## src/design/assert_macros.svh

```systemverilog
// Assertion macros used by the back end RTL (cohm_back)
`ifndef ASSERT_MACROS_SVH
`define ASSERT_MACROS_SVH

// antecedent implies consequent in the same cycle
`define ASSERT_SAME(lbl, ante, cons) \
   lbl: assert property (@(posedge clock) disable iff (reset) (ante) |-> (cons)) \
      else $error("assertion failed");

// antecedent implies consequent in the next cycle
`define ASSERT_NEXT(lbl, ante, cons) \
   lbl: assert property (@(posedge clock) disable iff (reset) (ante) |=> (cons)) \
      else $error("assertion failed");

`endif

```

## src/design/cohm_pkg.sv

```systemverilog
// Package: types, constants and contribution tables of the cohesion block
`timescale 1ns / 1ps
package cohm_pkg;
   localparam int MAX_POINTS = 16;
   localparam int DIST_BITS  = 16;
   localparam int FRAC_BITS  = 24;
   localparam int IDX_BITS   = 4;
   localparam int ADDR_BITS  = 2 * IDX_BITS;
   localparam int DEPTH      = MAX_POINTS * MAX_POINTS;
   localparam int NUM_BITS   = 5;
   localparam int COH_BITS   = 28;
   localparam int ADD_BITS   = FRAC_BITS + 1;
   localparam int SIZE_BITS  = 5;
   localparam int BETA_BITS  = 16;
   localparam int LIM_BITS   = BETA_BITS + DIST_BITS;

   localparam logic [1:0] CMD_LOAD    = 2'd0;
   localparam logic [1:0] CMD_COMPUTE = 2'd1;
   localparam logic [1:0] CMD_READ    = 2'd2;
   localparam logic [1:0] CMD_NOP     = 2'd3;

   localparam logic REG_BETA   = 1'b0;
   localparam logic REG_POINTS = 1'b1;

   localparam logic [BETA_BITS-1:0] BETA_RESET   = 16'd4096;
   localparam logic [NUM_BITS-1:0]  POINTS_RESET = 5'd16;

   typedef struct packed {
      logic [1:0]           cmd;
      logic [IDX_BITS-1:0]  row;
      logic [IDX_BITS-1:0]  col;
      logic [DIST_BITS-1:0] distance;
      logic                 err;
   } entry_type;

   // floor(2^24 / size)
   function automatic logic [ADD_BITS-1:0] whole_share(input logic [SIZE_BITS-1:0] size);
      logic [ADD_BITS-1:0] v;
      case (size)
         5'd1:  v = 25'd16777216;
         5'd2:  v = 25'd8388608;
         5'd3:  v = 25'd5592405;
         5'd4:  v = 25'd4194304;
         5'd5:  v = 25'd3355443;
         5'd6:  v = 25'd2796202;
         5'd7:  v = 25'd2396745;
         5'd8:  v = 25'd2097152;
         5'd9:  v = 25'd1864135;
         5'd10: v = 25'd1677721;
         5'd11: v = 25'd1525201;
         5'd12: v = 25'd1398101;
         5'd13: v = 25'd1290555;
         5'd14: v = 25'd1198372;
         5'd15: v = 25'd1118481;
         5'd16: v = 25'd1048576;
         default: v = '0;
      endcase
      return v;
   endfunction

   // floor(2^23 / size)
   function automatic logic [ADD_BITS-1:0] half_share(input logic [SIZE_BITS-1:0] size);
      logic [ADD_BITS-1:0] v;
      case (size)
         5'd1:  v = 25'd8388608;
         5'd2:  v = 25'd4194304;
         5'd3:  v = 25'd2796202;
         5'd4:  v = 25'd2097152;
         5'd5:  v = 25'd1677721;
         5'd6:  v = 25'd1398101;
         5'd7:  v = 25'd1198372;
         5'd8:  v = 25'd1048576;
         5'd9:  v = 25'd932067;
         5'd10: v = 25'd838860;
         5'd11: v = 25'd762600;
         5'd12: v = 25'd699050;
         5'd13: v = 25'd645277;
         5'd14: v = 25'd599186;
         5'd15: v = 25'd559240;
         5'd16: v = 25'd524288;
         default: v = '0;
      endcase
      return v;
   endfunction
endpackage

```

## src/design/cohm_queue.sv

```systemverilog
// Two-entry queue between front and back
`timescale 1ns / 1ps
module cohm_queue import cohm_pkg::*; (
   input  logic      clock,
   input  logic      reset,
   input  logic      push,
   input  entry_type push_entry,
   output logic      full,
   input  logic      pop,
   output logic      head_valid,
   output entry_type head_entry
);
   entry_type   slot_ff [2];
   logic        wr_ptr_ff, rd_ptr_ff;
   logic [1:0]  count_ff;

   assign full       = (count_ff == 2'd2);
   assign head_valid = (count_ff != 2'd0);
   assign head_entry = slot_ff[rd_ptr_ff];

   always_ff @(posedge clock) begin
      if (push) begin
         slot_ff[wr_ptr_ff] <= push_entry;
      end
      if (reset) begin
         wr_ptr_ff <= 1'b0;
         rd_ptr_ff <= 1'b0;
         count_ff  <= 2'd0;
      end else begin
         if (push) wr_ptr_ff <= ~wr_ptr_ff;
         if (pop)  rd_ptr_ff <= ~rd_ptr_ff;
         count_ff <= count_ff + 2'(push) - 2'(pop);
      end
   end
endmodule

```

## config.mk

```make
export PLATFORM = sky130hd
export DESIGN_NAME = cohm_queue
export DESIGN_NICKNAME = d
export VERILOG_FILES = /design/src/design/assert_macros.svh /design/src/design/cohm_pkg.sv /design/src/design/cohm_queue.sv
export SDC_FILE = /design/constraint.sdc
export NUM_CORES = 1
export LEC_CHECK = 0
export ABC_AREA = 1
export BUFFER_PORTS_ARGS = -buffer_cell sky130_fd_sc_hd__buf_2
export CAP_MARGIN = 20
export CORE_MARGIN = 5
export CORE_UTILIZATION = 55
export CTS_CLUSTER_SIZE = 20
export DETAILED_ROUTE_END_ITERATION = 6
export PLACE_DENSITY_LB_ADDON = 0.15
export REMOVE_ABC_BUFFERS = 1
export SLEW_MARGIN = 20
export SYNTH_ARGS = -nofsm -noshare
export SYNTH_HDL_FRONTEND = slang
export SYNTH_SLANG_ARGS = --single-unit
export TNS_END_PERCENT = 30
```

## constraint.sdc

```tcl
create_clock -name clock -period 5.96 [get_ports clock]
set_clock_uncertainty 0.15 [all_clocks]
set_input_delay 0.596 -clock clock [delete_from_list [all_inputs] [get_ports clock]]
set_output_delay 0.596 -clock clock [all_outputs]
set_load 0.05 [all_outputs]
```

==> impl_metrics.py <==
metrics = {
    "grt": {
        "grt_usage": 0.145,
        "grt_pass1_wl_microns": 5560,
        "grt_pass1_vias": 1219,
        "grt_max_degree": 29,
        "grt-ovfl-total": 0,
        "antenna_found_initial": 0,
    },
    "setup_path": {
        "cp.buffers_inverters": 1,
        "path_cells": "mux2_2, buf_2",
        "crit_type": "flop to primary output",
        "crit_fanout": 27,
        "cp-start-kind": "flop",
        "slowest_stage": "dfxtp_2",
        "end_kind": "primary output",
        "cpLargestDelayFamily": "flip-flops",
        "max_stage_delay_ps": 890,
        "crit_required_ps": 5210,
        "critPathArrivalTime_ps": 1840,
    },
    "logic_synthesis": {
        "ys_top_cells_by_count": "54 x edfxtp_1, 20 x mux2_4, 8 x inv_1, 7 x mux2_2, 7 x nor2_1",
        "synth_area_sq_um": 2280,
        "synth.most_common_cell": "edfxtp_1",
        "synth_top_area_frac": 0.712,
        "synth_warnings": 0,
        "yosysTopAreaCell": "edfxtp_1",
        "synth_ff_type": "edfxtp_1",
        "synth-edff-count": 54,
        "ys_ff_latch": 59,
        "synth_area_leaders": "edfxtp_1 71%, mux2_4 13%, dfxtp_1 4.4%",
        "synth.avg_cell_area_sq_um": 19.8,
        "synthCells": 115,
        "async_reset_ff_frac": 0,
        "ys_seq_area_frac": 0.756,
        "synth_cell_types": 14,
    },
    "place": {
        "hpwlAfterDp_microns": 2410,
        "placed_cell_area_sq_um": 2590,
        "dp_cells": 222,
        "port_buffers": 59,
        "place_worst_setup_slack_ps": 3690,
        "place_congestion": 0.675,
    },
    "timing": {
        "setup-violations-final": 0,
        "rsz0062_at_grt": "false",
        "relSlewSlack": 0.404,
        "fmax_mhz": 387,
        "period_share": 0.433,
        "setup_ws_ps": 3380,
        "hold_viol_final": 0,
        "tightest_slew_ps": 893,
        "min_period_ps": 2580,
        "slew_violations": 0,
        "tns_ps": 0,
    },
    "die": {
        "die_h_microns": 74.3,
        "ios": 60,
        "floorplan.die.width_microns": 74.3,
        "dieArea_sq_um": 5520,
        "core_sq_um": 4000,
        "rows": 23,
        "floorplan.initialDensity": 0.569,
    },
    "finish": {
        "fin_util": 0.687,
        "insertedDiodeCount": 0,
        "final_cell_area_sq_um": 2750,
        "fin_cells": 238,
        "fin_nets": 216,
        "drive_gt1_frac": 0.537,
        "syn_to_final_growth_pct": 20.7,
    },
    "worst_hold_path": {
        "hold_class": "input pin to flop",
    },
    "flow_run": {
        "cap_violations": 0,
    },
    "routing": {
        "drc": 0,
        "wire_per_inst_microns": 15.0,
        "viasPerCell": 4.91,
        "firstDrtPassIters": 4,
        "dr.first_iter.drc_count": 92,
        "finalWirelength_microns": 3570,
        "vias": 1169,
        "ant_nets": 0,
    },
    "pwr": {
        "powerDensity_nw_per_um2": 343,
        "leakagePower_nw": 1.13,
        "vdd.ir_drop.worst_uv": 237,
    },
    "cts": {
        "ctsResizeCount": 0,
        "numClockSinks": 59,
        "cts-root-buf": "clkbuf_8",
        "clk-insertion-delay-late_ps": 320,
        "htreeDepth": 3,
        "postCtsSetupBuffers": 0,
        "path_clk_slew_ps": 60,
        "cts_tree": "built",
        "hold_buffers": 0,
        "cts_made_buffers": 9,
        "clockBufferDepth": 2,
    },
    "status": {
        "run_status": "finished, final reports clean",
    },
}
layout by cell type, fill, tap and decap left out:
| cell | netlist | final |
|---|---|---|
| nor2_1 | 7 | 6 |
| clkbuf_1 | 0 | 3 |
| mux2_2 | 7 | 7 |
| mux2_4 | 20 | 20 |
| clkbuf_8 | 0 | 9 |
| edfxtp_1 | 54 | 54 |
| clkinv_1 | 0 | 2 |
| inv_2 | 0 | 1 |
| dfxtp_2 | 0 | 1 |
| dfxtp_1 | 5 | 4 |
| a21oi_1 | 1 | 1 |
| ha_1 | 2 | 2 |
| xnor2_1 | 1 | 1 |
| nand2_1 | 5 | 5 |
| buf_2 | 0 | 59 |
| nand3_1 | 1 | 1 |
| clkinv_2 | 0 | 2 |
| nor3_1 | 1 | 1 |
| inv_1 | 8 | 7 |
| buf_4 | 0 | 1 |
| nor2_2 | 0 | 1 |
area by class of cell:
cell class                 count  area (sq um)
inverter                       8          30.0
tap                           50          62.6
fill                         291          1250
clock inverter                 4          17.5
multi-input combinational     45           475
clock buffer                  12           135
timing repair buffer          60           303
sequential                    59          1720
metal layers:
layer	wire, microns	up-vias	global-route usage	share of wire
met5	0	-	0	0
met3	284	2	0.0824	0.080
met4	20	0	0.0613	0.0056
met2	1950	39	0.236	0.55
met1	1320	563	0.154	0.37
li1	-	565	-	-
sequential cells by signal, indices dropped and copies added, names as in the netlist, named ones only:
signal     flops
rd_ptr_ff      1
wr_ptr_ff      1
count_ff       2
slot_ff       54
power breakdown:
group | internal [W] | switching (W) | total [W]
clock network | 0.000147 | 0.000134 | 0.000281
logic | 0.0000555 | 0.000112 | 0.000167
registers | 0.000479 | 0.0000155 | 0.000494
final timing paths:
kind                                from                        to  slack [ps]  cells past startpoint
hold / removal            push_entry[19]  slot_ff[1][19]$_DFFE_PP_         310                      1
hold reg to reg   rd_ptr_ff$_SDFFE_PP0P_    rd_ptr_ff$_SDFFE_PP0P_         370                      2
setup / recovery                    flop             head_entry[4]        3380                      2
setup reg to reg  wr_ptr_ff$_SDFFE_PP0P_  slot_ff[0][16]$_DFFE_PP_        4140                      2
per-stage QoR:
step	hold WS (ps)	total power [W]
finish	311	0.000942
global route	280	0.000987
CTS	291	0.000954
detailed placement	354	0.000672
global placement	342	0.000667
floorplan	330	0.000630
cell families (layout without fill, tap and decap cells):
logic type	after synthesis	after routing	share of synthesized area
xor gates and xnor gates	1	1	0.00385
and+or+nand+nor	14	14	0.0242
muxes	27	27	0.167
adders and majority gates	2	2	0.0110
DFF	59	59	0.756
AOI/OAI and AO/OA	1	1	0.00220
buffers and inverters	11	84	0.0357
Power figures use the tool's default switching activity.
