**src/design/assert_macros.svh**
```systemverilog
// Assertion macros used by the back end RTL (cohm_back)
`ifndef ASSERT_MACROS_SVH
`define ASSERT_MACROS_SVH

// antecedent implies consequent in the same cycle
`define ASSERT_SAME(lbl, ante, cons) \
   lbl: assert property (@(posedge clock) disable iff (reset) (ante) |-> (cons)) \
      else $error("assertion failed");

// antecedent implies consequent in the next cycle
`define ASSERT_NEXT(lbl, ante, cons) \
   lbl: assert property (@(posedge clock) disable iff (reset) (ante) |=> (cons)) \
      else $error("assertion failed");

`endif

```
**src/design/cohm_pkg.sv**
```systemverilog
// Package: types, constants and contribution tables of the cohesion block
`timescale 1ns / 1ps
package cohm_pkg;
   localparam int MAX_POINTS = 16;
   localparam int DIST_BITS  = 16;
   localparam int FRAC_BITS  = 24;
   localparam int IDX_BITS   = 4;
   localparam int ADDR_BITS  = 2 * IDX_BITS;
   localparam int DEPTH      = MAX_POINTS * MAX_POINTS;
   localparam int NUM_BITS   = 5;
   localparam int COH_BITS   = 28;
   localparam int ADD_BITS   = FRAC_BITS + 1;
   localparam int SIZE_BITS  = 5;
   localparam int BETA_BITS  = 16;
   localparam int LIM_BITS   = BETA_BITS + DIST_BITS;

   localparam logic [1:0] CMD_LOAD    = 2'd0;
   localparam logic [1:0] CMD_COMPUTE = 2'd1;
   localparam logic [1:0] CMD_READ    = 2'd2;
   localparam logic [1:0] CMD_NOP     = 2'd3;

   localparam logic REG_BETA   = 1'b0;
   localparam logic REG_POINTS = 1'b1;

   localparam logic [BETA_BITS-1:0] BETA_RESET   = 16'd4096;
   localparam logic [NUM_BITS-1:0]  POINTS_RESET = 5'd16;

   typedef struct packed {
      logic [1:0]           cmd;
      logic [IDX_BITS-1:0]  row;
      logic [IDX_BITS-1:0]  col;
      logic [DIST_BITS-1:0] distance;
      logic                 err;
   } entry_type;

   // floor(2^24 / size)
   function automatic logic [ADD_BITS-1:0] whole_share(input logic [SIZE_BITS-1:0] size);
      logic [ADD_BITS-1:0] v;
      case (size)
         5'd1:  v = 25'd16777216;
         5'd2:  v = 25'd8388608;
         5'd3:  v = 25'd5592405;
         5'd4:  v = 25'd4194304;
         5'd5:  v = 25'd3355443;
         5'd6:  v = 25'd2796202;
         5'd7:  v = 25'd2396745;
         5'd8:  v = 25'd2097152;
         5'd9:  v = 25'd1864135;
         5'd10: v = 25'd1677721;
         5'd11: v = 25'd1525201;
         5'd12: v = 25'd1398101;
         5'd13: v = 25'd1290555;
         5'd14: v = 25'd1198372;
         5'd15: v = 25'd1118481;
         5'd16: v = 25'd1048576;
         default: v = '0;
      endcase
      return v;
   endfunction

   // floor(2^23 / size)
   function automatic logic [ADD_BITS-1:0] half_share(input logic [SIZE_BITS-1:0] size);
      logic [ADD_BITS-1:0] v;
      case (size)
         5'd1:  v = 25'd8388608;
         5'd2:  v = 25'd4194304;
         5'd3:  v = 25'd2796202;
         5'd4:  v = 25'd2097152;
         5'd5:  v = 25'd1677721;
         5'd6:  v = 25'd1398101;
         5'd7:  v = 25'd1198372;
         5'd8:  v = 25'd1048576;
         5'd9:  v = 25'd932067;
         5'd10: v = 25'd838860;
         5'd11: v = 25'd762600;
         5'd12: v = 25'd699050;
         5'd13: v = 25'd645277;
         5'd14: v = 25'd599186;
         5'd15: v = 25'd559240;
         5'd16: v = 25'd524288;
         default: v = '0;
      endcase
      return v;
   endfunction
endpackage

```
**src/design/cohm_if.sv**
```systemverilog
// Channel interfaces: request, response and register write
`timescale 1ns / 1ps
interface cohm_req_if import cohm_pkg::*; ();
   logic                 valid;
   logic                 ready;
   logic [1:0]           cmd;
   logic [IDX_BITS-1:0]  row_index;
   logic [IDX_BITS-1:0]  col_index;
   logic [15:0]          distance;
   modport source (output valid, cmd, row_index, col_index, distance, input ready);
   modport sink   (input valid, cmd, row_index, col_index, distance, output ready);
endinterface


```
**src/design/cohm_front.sv**
```systemverilog
// Front: accepts request beats, checks indices, pushes into the queue
`timescale 1ns / 1ps
module cohm_front import cohm_pkg::*; (
   cohm_req_if.sink             req_chan,
   input  logic [NUM_BITS-1:0]  num_points,
   input  logic                 queue_full,
   output logic                 push,
   output entry_type            push_entry
);
   logic row_bad, col_bad, needs_index;

   assign req_chan.ready = ~queue_full;
   assign push           = req_chan.valid & ~queue_full;

   assign row_bad     = {1'b0, req_chan.row_index} >= num_points;
   assign col_bad     = {1'b0, req_chan.col_index} >= num_points;
   assign needs_index = (req_chan.cmd == CMD_LOAD) || (req_chan.cmd == CMD_READ);

   always_comb begin
      push_entry.cmd      = req_chan.cmd;
      push_entry.row      = req_chan.row_index;
      push_entry.col      = req_chan.col_index;
      push_entry.distance = req_chan.distance[DIST_BITS-1:0];
      push_entry.err      = needs_index & (row_bad | col_bad);
   end
endmodule

```
**src/flat_wrapper.sv**
```systemverilog
// flat-port wrapper written by rule: the top's interface ports become plain ports
module cohm_front_flat import cohm_pkg::*;
  (num_points, queue_full, push, push_entry, req_chan_valid, req_chan_cmd, req_chan_row_index, req_chan_col_index, req_chan_distance, req_chan_ready);
  cohm_req_if req_chan_i ();
  input  logic [NUM_BITS-1:0] num_points;
  input  logic queue_full;
  output logic push;
  output entry_type push_entry;
  input wire logic [$bits(req_chan_i.valid)-1:0] req_chan_valid;
  input wire logic [$bits(req_chan_i.cmd)-1:0] req_chan_cmd;
  input wire logic [$bits(req_chan_i.row_index)-1:0] req_chan_row_index;
  input wire logic [$bits(req_chan_i.col_index)-1:0] req_chan_col_index;
  input wire logic [$bits(req_chan_i.distance)-1:0] req_chan_distance;
  output wire logic [$bits(req_chan_i.ready)-1:0] req_chan_ready;
  assign req_chan_i.valid = req_chan_valid;
  assign req_chan_i.cmd = req_chan_cmd;
  assign req_chan_i.row_index = req_chan_row_index;
  assign req_chan_i.col_index = req_chan_col_index;
  assign req_chan_i.distance = req_chan_distance;
  assign req_chan_ready = req_chan_i.ready;
  cohm_front u_core (.req_chan(req_chan_i), .num_points(num_points), .queue_full(queue_full), .push(push), .push_entry(push_entry));
endmodule
```
**config.mk**
```make
export PLATFORM = sky130hd
export DESIGN_NAME = cohm_front_flat
export DESIGN_NICKNAME = d
export VERILOG_FILES = /design/src/design/assert_macros.svh /design/src/design/cohm_pkg.sv /design/src/design/cohm_if.sv /design/src/design/cohm_front.sv /design/src/flat_wrapper.sv
export SDC_FILE = /design/constraint.sdc
export NUM_CORES = 1
export LEC_CHECK = 0
export ABC_AREA = 1
export BUFFER_PORTS_ARGS = -buffer_cell sky130_fd_sc_hd__buf_2
export CAP_MARGIN = 20
export CORE_MARGIN = 2
export CORE_UTILIZATION = 29
export DETAILED_ROUTE_END_ITERATION = 16
export PLACE_DENSITY = 0.79
export SYNTH_ARGS = -nofsm -noshare
export SYNTH_HDL_FRONTEND = slang
export SYNTH_SLANG_ARGS = --single-unit
```
**constraint.sdc**
```tcl
create_clock -name vclk -period 0.9
set_clock_uncertainty 0.2 [all_clocks]
set_input_delay 0.045 -clock vclk [all_inputs]
set_output_delay 0.045 -clock vclk [all_outputs]
set_load 0.05 [all_outputs]
```
==> impl_metrics.csv <==
group,metric,value,unit
cells_and_area,syn2layout_area_growth,84.7,%
routing,wl_per_cell,10.1,um
routing,vias,455,
worst_setup_path,critPathLaunch,"num_points[3]",
floorplanning,initial_core_util,29.9,%
timing,finalCritPeriodShare,141,%
placed_design,post-dp-hpwl,705,um
routing,drc_errors,0,
synthesis,netlist_top_cells_area,"buf_4, ha_1, inv_1",
synthesis,syn_area,440,um2
timing,maxSlewHeadroom,66.0,%
timing,setup_viol_count_final,1,
cells_and_area,drive_gt1_share,61.1,%
flow_run,maxCapViolCount,0,
cells_and_area,layout.nets,133,
synthesis,synthesis.nets,111,
worst_setup_path,critPathSlowestCell,"ha_4",
timing,setup_ws,-0.368,ns
power,p_total,614,uW
floorplanning,rows,14,
hold_path,hold_path_end,"push_entry[0]",
timing,min_period,1.27,ns
floorplanning,dieArea,1850,um2
synthesis,ys.warnings.count,0,
cells_and_area,fillers,139,
synthesis,ys_seq_area_share,0,%
timing,report.final.slew_viol_count,0,
placed_design,dp_cells,88,
timing,whs,0.180,ns
timing,fmax,789,MHz
timing,rsz0062_at_grt,"true",
routing,first_iter_violations,2,
power,clockPowerShare,0,%
routing,vias_per_cell,4.29,
worst_setup_path,cp.arrival,1.02,ns
floorplanning,fp.dieW,43.0,um
placed_design,place.port_buffers,28,
cells_and_area,fin_util,55.3,%
global_route,grt_antenna_before_repair,0,
worst_setup_path,path_delay_family,"simple AND/OR/NAND/NOR gates",
global_route,grt_pass1_vias,388,
routing,ant_nets,0,
synthesis,netlist_instances,70,
routing,drt_first_pass_iters,4,
run_status,violations,"negative setup slack",
global_route,grt_max_degree,4,
global_route,grtUsageTotal,9.96,%
worst_setup_path,worstPathMaxFanout,2,
floorplanning,die_h,43.0,um
placed_design,gp_congestion,0.757,
timing,hold_viol_final,0,
cells_and_area,area.sequential,0,um2
routing,wl,1.07,mm
run_status,status,"finished with violations",
worst_setup_path,required,0.65,ns
hold_path,hold_depth,3,
power,p_seq_share,0,%
cells_and_area,antenna_cells,0,
synthesis,yosysMostFrequentCell,"buf_4",
worst_setup_path,critPathBufInv,4,
synthesis,synth_common_cells,"buf_4, inv_1, nand2_1",
synthesis,synth_top_area_cell,"buf_4",
synthesis,synth_area_per_cell,6.29,um2
global_route,gr-total-overflow,0,
power,p_leak,0.000535,uW
cells_and_area,seq_cell_count,0,
power,power_density,754,nW/um2
timing,worstMarginPinSlew,0.513,ns
cells_and_area,layout.cells.non_filler,106,
worst_setup_path,crit_type,"input port to primary output",
power,p_comb_share,100.0,%
power,swShare,64.4,%
floorplanning,io_pins,62,
synthesis,ys_types,9,
power,switching_power,395,uW
synthesis,synth_top_area_share,44.3,%
cells_and_area,clkbuf_count,0,
worst_setup_path,critical_path.cell_chain,"buf_6 -> inv_4 -> ha_4 -> inv_2 -> nor2_2 -> nand3_1 -> nand3_1 -> nor2_2 -> nor2_4 -> buf_6",
worst_setup_path,max_stage_delay,0.26,ns
floorplanning,core,1470,um2
worst_setup_path,cp-start-kind,"input port",
power,ir_worst_vdd,0.000331,V
hold_path,hold_path.class,"input port to primary output",
hold_path,worstHoldStart,"req_chan_cmd[0]",
global_route,grt_pass1_wl,1.48,mm
worst_setup_path,end_kind,"primary output",
power,internal-power,218,uW
## worst min-delay path, cell delays in order
cell and delay (ns):
buf_2 0.11, nor2_4 0.04, buf_6 0.14
## layer usage
metal	routed length [um]	GRT usage, %	part of all wire, %
met1	317	9.11	30
met2	600	23.9	56
met3	137	0	13
met4	10	0	0.94
met5	0	0	0
## power by group through the flow
stage | Combinational [uW] | Clock [uW] | Sequential [uW]
global route | 648 | 0 | 0
floorplan | 460 | 0 | 0
detailed placement | 328 | 0 | 0
global placement | 318 | 0 | 0
finish | 614 | 0 | 0
CTS | 577 | 0 | 0
## layout make-up
cell class,count,area [um2],area share [%]
multi-input combinational,28,309,38.0
tap,16,20.0,2.46
inverter,16,80.1,9.85
timing repair buffer,46,404,49.7
## worst max-delay path by stage
stage / endpoint / depth (start not counted)
floorplan: push_entry[0] / 8
global placement: push_entry[0] / 10
detailed placement: push_entry[0] / 10
CTS: push_entry[0] / 10
global route: push_entry[0] / 10
finish: push_entry[0] / 10
## per-stage QoR
stage | worst slack, ns | area (um2) | setup TNS, ns
after floorplan | -0.260 | 524 | -0.260
after global placement | -0.528 | 489 | -0.528
after detailed placement | -0.549 | 489 | -0.549
after CTS | -0.356 | 738 | -4.42
after global routing | -0.434 | 813 | -0.434
final | -0.368 | 813 | -0.368
## repair_timing
| item | in CTS | in global routing |
|---|---|---|
| setup buffers | 1 | 0 |
| gates resized for setup | 15 | 24 |
| cloned | 0 | 0 |
| pin swaps | 10 | 3 |
| hold endpoints to repair | 17 | 0 |
| setup endpoints to repair | 1 | 18 |
| hold buffers | 17 | 0 |
## kinds of logic after synthesis
family                   count (synthesis)  synth area share (%)
AO/OA/AOI/OAI                            2                  3.12
adder cells (fa/ha/maj)                  8                  22.7
AND/OR/NAND/NOR                         18                  16.2
buffers and inverters                   42                  58.0
## cell usage in the layout, fill, tap and decap left out
| cell | instances |
|---|---|
| nand3_1 | 3 |
| ha_4 | 8 |
| buf_4 | 2 |
| inv_4 | 3 |
| inv_1 | 6 |
| inv_12 | 1 |
| nor2_2 | 3 |
| a21oi_2 | 2 |
| nor2_4 | 1 |
| nor2_1 | 2 |
| buf_8 | 1 |
| dlymetal6s4s_1 | 17 |
| buf_6 | 5 |
| inv_2 | 6 |
| nand2_1 | 7 |
| nand2_2 | 2 |
| buf_2 | 21 |
Note: power is estimated with default switching activity, not from simulation.
